### src/design/pscu_pkg.sv
// ----------------------------------------------------------------------------
// pscu_pkg
// Shared types, widths and constants of the PID speed controller.
// ----------------------------------------------------------------------------
package pscu_pkg;

  localparam int unsigned FRAC_BITS_DEF = 8;

  localparam int unsigned SPEED_W = 16;
  localparam int unsigned GAIN_W  = 16;
  localparam int unsigned DUTY_W  = 16;
  localparam int unsigned ERR_W   = SPEED_W + 1;
  localparam int unsigned DIFF_W  = ERR_W + 1;
  localparam int unsigned PROD_W  = DIFF_W + GAIN_W;
  localparam int unsigned CFG_IDX_W = 3;

  localparam logic [DUTY_W-1:0] DEFAULT_OFFSET = 16'd1400;

  typedef enum logic [CFG_IDX_W-1:0] {
    CFG_PROP_GAIN    = 3'd0,
    CFG_INTEG_GAIN   = 3'd1,
    CFG_DERIV_GAIN   = 3'd2,
    CFG_DUTY_FLOOR   = 3'd3,
    CFG_DUTY_CEILING = 3'd4,
    CFG_DUTY_OFFSET  = 3'd5
  } cfg_idx_e;

  typedef struct packed {
    logic signed [SPEED_W-1:0] target_speed;
    logic signed [SPEED_W-1:0] measured_speed;
    logic                      clear_integral;
    logic                      manual_request;
  } in_t;

  typedef struct packed {
    logic [DUTY_W-1:0] duty_out;
    logic              manual_flag;
  } out_t;

  typedef struct packed {
    logic signed [GAIN_W-1:0] prop_gain;
    logic signed [GAIN_W-1:0] integ_gain;
    logic signed [GAIN_W-1:0] deriv_gain;
    logic        [DUTY_W-1:0] duty_floor;
    logic        [DUTY_W-1:0] duty_ceiling;
    logic        [DUTY_W-1:0] duty_offset;
  } cfg_t;

  typedef struct packed {
    logic signed [PROD_W-1:0] p_term;
    logic signed [PROD_W-1:0] i_term;
    logic signed [PROD_W-1:0] d_term;
    logic                     clear_integral;
    logic                     manual_request;
  } prod_t;

  // accumulator width: largest of a product and a scaled duty limit, plus
  // headroom for the four-term sum
  function automatic int unsigned acc_width(input int unsigned frac);
    int unsigned scaled_w;
    int unsigned base_w;
    scaled_w = DUTY_W + 1 + 2 * frac;
    base_w   = (PROD_W > scaled_w) ? PROD_W : scaled_w;
    return base_w + 3;
  endfunction

endpackage

### src/design/pscu_cfg_regs.sv
// ----------------------------------------------------------------------------
// pscu_cfg_regs
// Configuration register file: gains, duty limits and duty offset.
// ----------------------------------------------------------------------------
module pscu_cfg_regs (
  input  logic                                clk_i,
  input  logic                                rst_ni,
  input  logic                                cfg_valid_i,
  output logic                                cfg_ready_o,
  input  logic [pscu_pkg::CFG_IDX_W-1:0]      cfg_index_i,
  input  logic [pscu_pkg::DUTY_W-1:0]         cfg_data_i,
  output pscu_pkg::cfg_t                      cfg_o
);
  import pscu_pkg::*;

  localparam cfg_t CfgReset = '{
    prop_gain:    '0,
    integ_gain:   '0,
    deriv_gain:   '0,
    duty_floor:   '0,
    duty_ceiling: '0,
    duty_offset:  DEFAULT_OFFSET
  };

  cfg_t cfg_d, cfg_q;

  assign cfg_ready_o = 1'b1;

  always_comb begin
    cfg_d = cfg_q;
    if (cfg_valid_i) begin
      case (cfg_idx_e'(cfg_index_i))
        CFG_PROP_GAIN:    cfg_d.prop_gain    = $signed(cfg_data_i);
        CFG_INTEG_GAIN:   cfg_d.integ_gain   = $signed(cfg_data_i);
        CFG_DERIV_GAIN:   cfg_d.deriv_gain   = $signed(cfg_data_i);
        CFG_DUTY_FLOOR:   cfg_d.duty_floor   = cfg_data_i;
        CFG_DUTY_CEILING: cfg_d.duty_ceiling = cfg_data_i;
        CFG_DUTY_OFFSET:  cfg_d.duty_offset  = cfg_data_i;
        default:          cfg_d = cfg_q;
      endcase
    end
  end

  always_ff @(posedge clk_i or negedge rst_ni) begin
    if (!rst_ni) begin
      cfg_q <= CfgReset;
    end else begin
      cfg_q <= cfg_d;
    end
  end

  assign cfg_o = cfg_q;

endmodule

### src/design/pscu_err_stage.sv
// ----------------------------------------------------------------------------
// pscu_err_stage
// Error and difference terms, and the three gain products.
// ----------------------------------------------------------------------------
module pscu_err_stage (
  input  logic            clk_i,
  input  logic            rst_ni,
  input  logic            valid_i,
  output logic            ready_o,
  input  pscu_pkg::in_t   data_i,
  input  pscu_pkg::cfg_t  cfg_i,
  output logic            valid_o,
  input  logic            ready_i,
  output pscu_pkg::prod_t data_o
);
  import pscu_pkg::*;

  logic                          valid_q;
  logic                          load;
  logic signed [ERR_W-1:0]       err;
  logic signed [DIFF_W-1:0]      diff;
  logic signed [ERR_W-1:0]       last_err_q;
  logic signed [ERR_W+GAIN_W-1:0] p_prod;
  logic signed [ERR_W+GAIN_W-1:0] i_prod;
  logic signed [PROD_W-1:0]      d_prod;
  prod_t                         data_d, data_q;

  assign ready_o = !valid_q || ready_i;
  assign load    = valid_i && ready_o;

  assign err    = ERR_W'(data_i.target_speed) - ERR_W'(data_i.measured_speed);
  assign diff   = DIFF_W'(last_err_q) - DIFF_W'(err);
  assign p_prod = err * cfg_i.prop_gain;
  assign i_prod = err * cfg_i.integ_gain;
  assign d_prod = diff * cfg_i.deriv_gain;

  always_comb begin
    data_d.p_term         = PROD_W'(p_prod);
    data_d.i_term         = PROD_W'(i_prod);
    data_d.d_term         = d_prod;
    data_d.clear_integral = data_i.clear_integral;
    data_d.manual_request = data_i.manual_request;
  end

  always_ff @(posedge clk_i or negedge rst_ni) begin
    if (!rst_ni) begin
      valid_q    <= 1'b0;
      last_err_q <= '0;
    end else begin
      if (ready_o) begin
        valid_q <= valid_i;
      end
      if (load) begin
        last_err_q <= err;
      end
    end
  end

  always_ff @(posedge clk_i) begin
    if (load) begin
      data_q <= data_d;
    end
  end

  assign valid_o = valid_q;
  assign data_o  = data_q;

endmodule

### src/design/pscu_integ_stage.sv
// ----------------------------------------------------------------------------
// pscu_integ_stage
// Clamped integral update and the raw controller sum.
// ----------------------------------------------------------------------------
module pscu_integ_stage #(
  parameter  int unsigned FracBits = pscu_pkg::FRAC_BITS_DEF,
  localparam int unsigned AccW     = pscu_pkg::acc_width(FracBits)
) (
  input  logic                   clk_i,
  input  logic                   rst_ni,
  input  logic                   valid_i,
  output logic                   ready_o,
  input  pscu_pkg::prod_t        data_i,
  input  pscu_pkg::cfg_t         cfg_i,
  output logic                   valid_o,
  input  logic                   ready_i,
  output logic signed [AccW-1:0] sum_o,
  output logic                   manual_o
);
  import pscu_pkg::*;

  localparam int unsigned Shift = 2 * FracBits;

  logic                   valid_q;
  logic                   load;
  logic signed [AccW-1:0] integ_q, integ_d;
  logic signed [AccW-1:0] lim;
  logic signed [AccW-1:0] offset_sc;
  logic signed [AccW-1:0] acc;
  logic signed [AccW-1:0] clamped;
  logic signed [AccW-1:0] sum_d, sum_q;
  logic                   manual_q;

  assign ready_o = !valid_q || ready_i;
  assign load    = valid_i && ready_o;

  assign lim       = $signed(AccW'(cfg_i.duty_ceiling) << Shift);
  assign offset_sc = $signed(AccW'(cfg_i.duty_offset) << Shift);
  assign acc       = integ_q + AccW'(data_i.i_term);

  // upper bound wins first, so a zero ceiling pins the integral to zero
  always_comb begin
    if (acc >= lim) begin
      clamped = lim;
    end else if (acc <= -lim) begin
      clamped = -lim;
    end else begin
      clamped = acc;
    end
  end

  assign sum_d   = AccW'(data_i.p_term) + clamped + AccW'(data_i.d_term) + offset_sc;
  assign integ_d = data_i.clear_integral ? '0 : clamped;

  always_ff @(posedge clk_i or negedge rst_ni) begin
    if (!rst_ni) begin
      valid_q <= 1'b0;
      integ_q <= '0;
    end else begin
      if (ready_o) begin
        valid_q <= valid_i;
      end
      if (load) begin
        integ_q <= integ_d;
      end
    end
  end

  always_ff @(posedge clk_i) begin
    if (load) begin
      sum_q    <= sum_d;
      manual_q <= data_i.manual_request;
    end
  end

  assign valid_o  = valid_q;
  assign sum_o    = sum_q;
  assign manual_o = manual_q;

endmodule

### src/design/pscu_duty_stage.sv
// ----------------------------------------------------------------------------
// pscu_duty_stage
// Truncation toward zero, duty limit clamp and the result register.
// ----------------------------------------------------------------------------
module pscu_duty_stage #(
  parameter  int unsigned FracBits = pscu_pkg::FRAC_BITS_DEF,
  localparam int unsigned AccW     = pscu_pkg::acc_width(FracBits)
) (
  input  logic                   clk_i,
  input  logic                   rst_ni,
  input  logic                   valid_i,
  output logic                   ready_o,
  input  logic signed [AccW-1:0] sum_i,
  input  logic                   manual_i,
  input  pscu_pkg::cfg_t         cfg_i,
  output logic                   valid_o,
  input  logic                   ready_i,
  output pscu_pkg::out_t         data_o
);
  import pscu_pkg::*;

  localparam int unsigned Shift = 2 * FracBits;

  logic                   valid_q;
  logic                   load;
  logic        [AccW-1:0] mag;
  logic        [AccW-1:0] mag_sh;
  logic signed [AccW-1:0] trunc;
  logic signed [AccW-1:0] ceil_ext;
  logic signed [AccW-1:0] floor_ext;
  out_t                   data_d, data_q;

  assign ready_o = !valid_q || ready_i;
  assign load    = valid_i && ready_o;

  // truncate the magnitude, then restore the sign
  assign mag       = sum_i[AccW-1] ? AccW'(-sum_i) : AccW'(sum_i);
  assign mag_sh    = mag >> Shift;
  assign trunc     = sum_i[AccW-1] ? -$signed(mag_sh) : $signed(mag_sh);
  assign ceil_ext  = $signed(AccW'(cfg_i.duty_ceiling));
  assign floor_ext = $signed(AccW'(cfg_i.duty_floor));

  always_comb begin
    if (trunc > ceil_ext) begin
      data_d.duty_out = cfg_i.duty_ceiling;
    end else if (trunc < floor_ext) begin
      data_d.duty_out = cfg_i.duty_floor;
    end else begin
      data_d.duty_out = trunc[DUTY_W-1:0];
    end
    data_d.manual_flag = manual_i;
  end

  always_ff @(posedge clk_i or negedge rst_ni) begin
    if (!rst_ni) begin
      valid_q <= 1'b0;
    end else if (ready_o) begin
      valid_q <= valid_i;
    end
  end

  always_ff @(posedge clk_i) begin
    if (load) begin
      data_q <= data_d;
    end
  end

  assign valid_o = valid_q;
  assign data_o  = data_q;

endmodule

### src/design/pid_speed_controller_unit.sv
// A beat passes the input register and the error, integral and duty stages.
// Throughput: one beat per cycle unless the output stalls; each stage register
// has its own valid and fills whenever the next stage can take its beat, so
// bubbles collapse. The integral and last-error recurrences close within one
// stage each. Reset clears all valids, the integral and last error, and loads
// the config registers with their defaults (duty offset 1400, everything else 0).
// ----------------------------------------------------------------------------
// pid_speed_controller_unit
// PID speed controller with clamped integral and clamped integer duty output.
// ----------------------------------------------------------------------------
module pid_speed_controller_unit #(
  parameter int unsigned FracBits = pscu_pkg::FRAC_BITS_DEF
) (
  input  logic                           clk_i,
  input  logic                           rst_ni,
  input  logic                           in_valid_i,
  output logic                           in_ready_o,
  input  pscu_pkg::in_t                  in_data_i,
  output logic                           out_valid_o,
  input  logic                           out_ready_i,
  output pscu_pkg::out_t                 out_data_o,
  input  logic                           cfg_valid_i,
  output logic                           cfg_ready_o,
  input  logic [pscu_pkg::CFG_IDX_W-1:0] cfg_index_i,
  input  logic [pscu_pkg::DUTY_W-1:0]    cfg_data_i
);
  import pscu_pkg::*;

  localparam int unsigned AccW = acc_width(FracBits);

  cfg_t                   cfg;
  logic                   in_valid_q;
  in_t                    in_q;
  logic                   err_ready;
  logic                   err_valid;
  prod_t                  prod;
  logic                   integ_ready;
  logic                   integ_valid;
  logic signed [AccW-1:0] sum;
  logic                   manual;
  logic                   duty_ready;

  pscu_cfg_regs u_cfg (
    .clk_i       (clk_i),
    .rst_ni      (rst_ni),
    .cfg_valid_i (cfg_valid_i),
    .cfg_ready_o (cfg_ready_o),
    .cfg_index_i (cfg_index_i),
    .cfg_data_i  (cfg_data_i),
    .cfg_o       (cfg)
  );

  // input register
  assign in_ready_o = !in_valid_q || err_ready;

  always_ff @(posedge clk_i or negedge rst_ni) begin
    if (!rst_ni) begin
      in_valid_q <= 1'b0;
    end else if (in_ready_o) begin
      in_valid_q <= in_valid_i;
    end
  end

  always_ff @(posedge clk_i) begin
    if (in_valid_i && in_ready_o) begin
      in_q <= in_data_i;
    end
  end

  pscu_err_stage u_err (
    .clk_i   (clk_i),
    .rst_ni  (rst_ni),
    .valid_i (in_valid_q),
    .ready_o (err_ready),
    .data_i  (in_q),
    .cfg_i   (cfg),
    .valid_o (err_valid),
    .ready_i (integ_ready),
    .data_o  (prod)
  );

  pscu_integ_stage #(
    .FracBits (FracBits)
  ) u_integ (
    .clk_i    (clk_i),
    .rst_ni   (rst_ni),
    .valid_i  (err_valid),
    .ready_o  (integ_ready),
    .data_i   (prod),
    .cfg_i    (cfg),
    .valid_o  (integ_valid),
    .ready_i  (duty_ready),
    .sum_o    (sum),
    .manual_o (manual)
  );

  pscu_duty_stage #(
    .FracBits (FracBits)
  ) u_duty (
    .clk_i    (clk_i),
    .rst_ni   (rst_ni),
    .valid_i  (integ_valid),
    .ready_o  (duty_ready),
    .sum_i    (sum),
    .manual_i (manual),
    .cfg_i    (cfg),
    .valid_o  (out_valid_o),
    .ready_i  (out_ready_i),
    .data_o   (out_data_o)
  );

  // a result is either within the ceiling or pinned at the floor
  a_duty_bound: assert property (@(posedge clk_i) disable iff (!rst_ni)
    out_valid_o |-> (out_data_o.duty_out <= cfg.duty_ceiling) ||
                    (out_data_o.duty_out == cfg.duty_floor))
    else $error("duty outside limits");

  // with the result register empty every stage can move, so input is open
  a_ready_when_empty: assert property (@(posedge clk_i) disable iff (!rst_ni)
    !out_valid_o |-> in_ready_o)
    else $error("input stalled with empty result register");

  // a beat in the last pipeline stage reaches the result register next cycle
  // unless the result register is holding a stalled beat
  a_pipe_advance: assert property (@(posedge clk_i) disable iff (!rst_ni)
    integ_valid && (!out_valid_o || out_ready_i) |=> out_valid_o)
    else $error("pipeline beat lost before result register");

endmodule
### config.mk
export PLATFORM = sky130hd
export DESIGN_NAME = pid_speed_controller_unit
export DESIGN_NICKNAME = d
export VERILOG_FILES = /design/src/design/pscu_pkg.sv /design/src/design/pscu_cfg_regs.sv /design/src/design/pscu_err_stage.sv /design/src/design/pscu_integ_stage.sv /design/src/design/pscu_duty_stage.sv /design/src/design/pid_speed_controller_unit.sv
export SDC_FILE = /design/constraint.sdc
export NUM_CORES = 2
export LEC_CHECK = 0
export BUFFER_PORTS_ARGS = -buffer_cell sky130_fd_sc_hd__clkbuf_2
export CAP_MARGIN = 20
export CORE_ASPECT_RATIO = 2
export CORE_MARGIN = 2
export CORE_UTILIZATION = 35
export CTS_CLUSTER_SIZE = 28
export DETAILED_ROUTE_END_ITERATION = 6
export PLACE_DENSITY = 0.6
export SLEW_MARGIN = 20
export SYNTH_ARGS = -nofsm -noshare
export SYNTH_HDL_FRONTEND = slang
export SYNTH_HIERARCHICAL = 1
export SYNTH_SLANG_ARGS = --single-unit
### constraint.sdc
create_clock -name clk_i -period 30.3 [get_ports clk_i]
set_input_delay 1.515 -clock clk_i [delete_from_list [all_inputs] [get_ports clk_i]]
set_output_delay 1.515 -clock clk_i [all_outputs]
set_load 0.01 [all_outputs]
==> Yosys cells after proc, flatten, opt, wreduce, memory -nomap -nowiden <==
Cells that the tools add are included.
{ "classes": {"bitwise_logic": 0, "eq_ne": 5, "n_addsub": 9, "mux": 7, "order_cmp": 4, "n_div": 0, "n_mul": 3, "reduce_logical": 19, "shift": 0} }
{ "ops": {"columns": ["cell", "n"], "rows": [
  ["two-way mux 37 bit", 5],
  ["adder 37 x 33 -> 37 bit", 2],
  ["multiplier 17 x 16 -> 33 bit", 2],
  ["adder 33 x 37 -> 37 bit", 1],
  ["adder 37 x 34 -> 37 bit", 1],
  ["greater-or-equal comparator 37 x 33 -> 1 bit", 1],
  ["> comparator 37 x 17 -> 1 bit", 1],
  ["less-or-equal comparator 37 bit", 1],
  ["< comparator 37 x 17 -> 1 bit", 1],
  ["negator 21 -> 37 bit", 1],
  ["negator 32 -> 37 bit", 1],
  ["negator 37 bit", 1],
  ["multiplier 18 x 16 -> 34 bit", 1],
  ["two-way mux 16 bit", 2],
  ["subtractor 17 x 17 -> 18 bit", 1],
  ["subtractor 16 x 16 -> 17 bit", 1],
  ["AND reduction 2 bit", 6],
  ["equality test 3 x 2 -> 1 bit (second input constant)", 2],
  ["equality test 3 bit (second input constant)", 2],
  ["logical AND 1 bit", 4],
  ["zero test 1 bit", 4],
  ["logical OR 1 bit", 4],
  ["equality test 3 x 1 -> 1 bit (second input constant)", 1],
  ["zero test 3 bit", 1]
]} }
{ "word_totals": {"latchBits": 0, "mem_count": 0, "mem_bits_rw": 0, "mem_bits_ro": 0, "ff_bits": 345, "input_bits": 58} }

==> Logic depth before layout (Yosys ltp) <==
{ "depth": {"ltp_word": 7, "mapped_depth": 43, "mapped_depth_nobuf": 42} }

==> Hierarchy <==
The synthesis kept the hierarchy.
{ "by_module_without_submodules": {"columns": ["module", "area_per_inst_um2", "seq_area_each_um2", "n_inst", "cells_each"], "rows": [
  ["pscu_err_stage", 36471.2, 3513.4, 1, 3874],
  ["pscu_integ_stage", 9808.2, 2092.0, 1, 1120],
  ["pscu_cfg_regs", 3697.3, 2409.8, 1, 210],
  ["pscu_duty_stage", 2761.4, 535.5, 1, 346],
  ["pid_speed_controller_unit", 1074.8, 1046.0, 1, 38]
]} }

==> Worst setup path before layout <==
No wires, ideal clock.
{ "synth_timing": {"path_type": "register -> register", "from": "register in_q[18] (netlist bit)", "to": "register u_err.data_q, in the netlist u_err/data_o[35] (data pin)", "slack_ps": 20467, "stages_incl_launch_ff": 42, "t_arrival_ps": 9573, "path_cell_list": "edfxtp_1 -> inv_1 -> ha_1 -> inv_1 -> fa_1 -> a21o_1 -> a21oi_1 -> o21ai_0 -> a21oi_1 -> nor2b_1 -> o21a_1 -> o41ai_1 -> xnor2_1 -> inv_1 -> ha_1 -> o21ai_0 -> nand2b_1 -> nand2_1 -> (+6 left out) -> fa_1 -> clkbuf_1 -> xnor2_1 -> xor2_1 -> fa_1 -> fa_1 -> inv_1 -> fa_1 -> inv_1 -> ha_1 -> and3_1 -> and3_1 -> a221o_1 -> a21o_1 -> a41oi_1 -> o2111ai_1 -> a21oi_1 -> xnor2_1"} }
{ "synth_between": {"elab_chain_len": 3} }
{ "synth_rtl": {"columns": ["element", "line", "rtl"], "rows": [
  ["start: declaration", "pid_speed_controller_unit.sv:33", "in_t in_q;"],
  ["start signal: assignment", "pid_speed_controller_unit.sv:66", "in_q <= in_data_i;"],
  ["subtractor 16 x 16 -> 17 bit", "pscu_err_stage.sv:31", "assign err = ERR_W'(data_i.target_speed) - ERR_W'(data_i.measured_speed);"],
  ["subtractor 17 x 17 -> 18 bit", "pscu_err_stage.sv:32", "assign diff = DIFF_W'(last_err_q) - DIFF_W'(err);"],
  ["multiplier 18 x 16 -> 34 bit", "pscu_err_stage.sv:35", "assign d_prod = diff * cfg_i.deriv_gain;"],
  ["via u_err.d_prod[33]", "pscu_err_stage.sv:25", "logic signed [PROD_W-1:0] d_prod;"],
  ["end signal: assignment", "pscu_err_stage.sv:61", "data_q <= data_d;"],
  ["end: declaration", "pscu_err_stage.sv:26", "prod_t data_d, data_q;"]
]} }
The timed path passes the listed nets, and every way through them passes these cells.
A chain may end at the register's enable or synchronous reset.

==> Final worst setup path <==
{ "layout_timing": {"from": "register u_err.data_q, in the netlist u_err/data_o[36]", "to": "register u_integ.sum_q[33] (netlist: u_integ/sum_o[33]) (data pin)"} }
{ "layout_between": {"elab_chain_len": 7} }
{ "layout_rtl": {"columns": ["element", "line", "rtl"], "rows": [
  ["adder 37 x 33 -> 37 bit *", "pscu_integ_stage.sv:39", "assign acc = integ_q + AccW'(data_i.i_term);"],
  ["less-or-equal comparator 37 bit", "pscu_integ_stage.sv:45", "end else if (acc <= -lim) begin"],
  ["two-way mux 37 bit", "pscu_integ_stage.sv:45", null],
  ["two-way mux 37 bit *", "pscu_integ_stage.sv:43", "if (acc >= lim) begin"],
  ["adder 33 x 37 -> 37 bit *", "pscu_integ_stage.sv:52", "assign sum_d = AccW'(data_i.p_term) + clamped + AccW'(data_i.d_term) + offset_sc;"],
  ["adder 37 x 34 -> 37 bit *", "pscu_integ_stage.sv:52", null],
  ["adder 37 x 33 -> 37 bit *", "pscu_integ_stage.sv:52", null],
  ["via u_integ.sum_d[33]", "pscu_integ_stage.sv:31", "logic signed [AccW-1:0] sum_d, sum_q;"],
  ["end signal: assignment", "pscu_integ_stage.sv:71", "sum_q <= sum_d;"],
  ["end: declaration", "pscu_integ_stage.sv:31", null]
]} }
Mark *: on every way through the listed nets, which the timed path passes. The rest lies on a longest branch.

==> impl_metrics.json <==
{
  "ys.flop_type": "edfxtp_1",
  "yosys.area_share.adder": 0.435,
  "ff2ff_setup_slack_ns": 18.55,
  "numPortBuffers": 76,
  "coreArea_um2": 153000,
  "wire_per_inst_um": 21.8,
  "cts_hold_buffers": 0,
  "grt.total_usage": 0.219,
  "yosysSeqAreaShare": 0.178,
  "routed_wl_um": 167000,
  "ctsResizeCount": 0,
  "tns_ns": 0,
  "fin_crit_ns": 11.75,
  "initial_core_util": 0.352,
  "htree_levels": 2,
  "violations": "design-rule violations",
  "min_from": "u_integ/manual_o",
  "rows": 203,
  "hold-path-endpoint": "u_duty/data_o[0]",
  "yosys_register_bits": 345,
  "drt_pass1_iterations": 7,
  "cpMostUsedCell": "ha_1",
  "yosysTopAreaCell": "fa_1",
  "drt_iter0_drc": 2147,
  "status": "finished with violations",
  "synthTopCellsByArea": "fa_1 33%, edfxtp_1 11%, ha_1 10%, inv_1 7.6%, dfrtp_1 6.9%",
  "synthCells": 5588,
  "grt_pass1_wl_um": 257000,
  "fillers": 15300,
  "critPathMaxStageDelay_ns": 0.82,
  "slew-limit-headroom": 0.234,
  "crit_slowest_cell": "o41ai_1",
  "yosysWarnings": 6,
  "ios": 78,
  "root_buffer": "clkbuf_16",
  "grt_max_degree": 61,
  "crit_fanout": 16,
  "start_kind": "flip-flop",
  "synth_top_area_frac": 0.331,
  "synth.distinct_cells": 104,
  "cts_setup_buffers": 0,
  "antenna_found_initial": 15,
  "synth_edf_count": 191,
  "max_cap_violations": 0,
  "syn2layout_area_growth_pct": 7.17,
  "syn-cell-area_um2": 53800,
  "max_freq_ghz": 0.0851,
  "ant_nets": 0,
  "gp_congestion": 1.00,
  "cts_sinks": 345,
  "yosys.area_share.xor_xnor": 0.0394,
  "viasPerCell": 5.21,
  "synth_compound_area_frac": 0.0921,
  "synth_top_family_by_area": "adder cells",
  "grt_pass1_vias": 43600,
  "r2r_end": "u_integ/sum_o[33]",
  "synth_mux_area_frac": 0.0236,
  "clkLatencyLatePin_ns": 0.62,
  "arrival_ns": 12.12,
  "via_count": 39800,
  "synth_simple_gate_area_frac": 0.138,
  "clkTransAtPathRegs_ns": 0.07,
  "final-setup-viol-count": 0,
  "synth_area_per_cell_um2": 9.63,
  "drc": 2,
  "hold_viol": 0,
  "drive_gt1_frac": 0.0674,
  "hold_path_depth": 0,
  "async_flop_share": 0.446,
  "slew_violations": 0,
  "worst_r2r_path_depth": 34,
  "cp-end-kind": "flip-flop",
  "die_w_um": 281,
  "skew_ns": 0.0447,
  "numCtsBuffers": 38,
  "grt.overflow.total": 0,
  "min_period_over_period": 0.388,
  "post-dp-hpwl_um": 135000,
  "syn_nets": 6981,
  "nets": 6945,
  "r2r-start": "u_err/data_o[36]",
  "rsz0062_at_grt": "false",
  "cp-startpoint": "u_err/data_o[36]",
  "hold_path.class": "reg -> reg",
  "synth_most_common_cell": "inv_1",
  "crit_type": "reg -> reg",
  "die_area_um2": 157000,
  "required_ns": 30.67,
  "max_slew.worst_pin.slew_ns": 1.14,
  "cts_tree": "built",
  "fp.dieH_um": 559,
  "cts.path.max_buffers": 3,
  "synthTopCellsByCount": "1086 x inv_1, 891 x fa_1, 669 x nand2_1"
}
==> critical path: cells and delay by family, from the launching register on <==
kind            cells  cell delay [ns]
compound gates     18             6.58
flops               1             0.37
buf+inv             1             0.08
fa+ha+maj           6             1.81
simple gates        7             2.26
xor+xnor            2             0.37
==> cell usage in the layout (no fill, tap or decap), types with 25 or more instances in the layout <==
| cell type | instances |
|---|---|
| inv_1 | 1085 |
| fa_1 | 891 |
| nand2_1 | 669 |
| ha_1 | 444 |
| and2_1 | 314 |
| a21oi_1 | 197 |
| edfxtp_1 | 191 |
| xnor2_1 | 168 |
| nor2_1 | 156 |
| dfrtp_1 | 148 |
| o21ai_0 | 124 |
| mux2_2 | 100 |
| a21o_1 | 84 |
| clkbuf_2 | 75 |
| buf_4 | 65 |
| nor2b_1 | 59 |
| xor2_1 | 59 |
| nand3_1 | 55 |
| nor3_1 | 52 |
| o21a_1 | 43 |
| nand2b_1 | 41 |
| clkbuf_16 | 38 |
| o21bai_1 | 37 |
| nand4_1 | 35 |
| a211oi_1 | 31 |
| nor4_1 | 25 |
| o211ai_1 | 25 |
==> stage by stage <==
step	std cells	area [um2]	utilization	setup WS (ns)	hold WS (ns)
after floorplan	5588	53800	-	20.47	0.400
after global routing	7635	57700	0.377	18.18	0.447
after detailed placement	7562	56400	0.369	18.90	0.414
after CTS	7632	57600	0.377	18.90	0.431
after global placement	7562	56400	0.369	18.91	0.407
final	7636	57700	0.377	18.55	0.427
==> area by class of cell <==
| type | count | area [um2] | area share |
|---|---|---|---|
| multi-input combinational | 3939 | 39300 | 0.681 |
| sequential | 345 | 9600 | 0.166 |
| inverter | 1087 | 4080 | 0.0708 |
| tap | 2050 | 2560 | 0.0445 |
| clock buffer | 46 | 1010 | 0.0175 |
| timing repair buffer | 141 | 875 | 0.0152 |
| clock inverter | 24 | 230 | 0.00399 |
| antenna | 4 | 10.0 | 0.000174 |
==> cells by family after synthesis <==
logic type,after synthesis
mux,114
other cells,1
fa+ha+maj,1336
simple gates,1510
flops,345
buf+inv,1304
xor+xnor,239
compound gates,739
==> registers in the layout, indices dropped and copies added (netlist names) <==
signal and cells:
u_err/data_o 102, u_cfg/cfg_o 96, u_integ/integ_q 37, u_integ/sum_o 37
in_q 34, u_duty/data_o 17, u_err/last_err_q 17, in_valid_q 1
u_duty/valid_o 1, u_err/valid_o 1, u_integ/manual_o 1, u_integ/valid_o 1
==> worst max-delay path by stage <==
stage	to	slack, ns	depth (start not counted)
final	u_integ/sum_o[33]	18.55	34
after global routing	u_err/data_o[35]	18.18	42
after CTS	u_integ/sum_o[33]	18.90	38
after detailed placement	u_err/data_o[34]	18.90	39
after global placement	u_integ/sum_o[33]	18.91	36
after floorplan	u_err/data_o[35]	20.47	41
==> routing by layer <==
metal / wire, um / GRT usage / share of wire
met1: 52400 / 0.205 / 0.31
met2: 90000 / 0.418 / 0.54
met4: 18000 / 0.188 / 0.11
met3: 6230 / 0.0215 / 0.037
met5: 59 / 0 / 0.00035
Power is not shown: default switching activity piles up to over one toggle a cycle in this logic, so the estimate is an artifact.
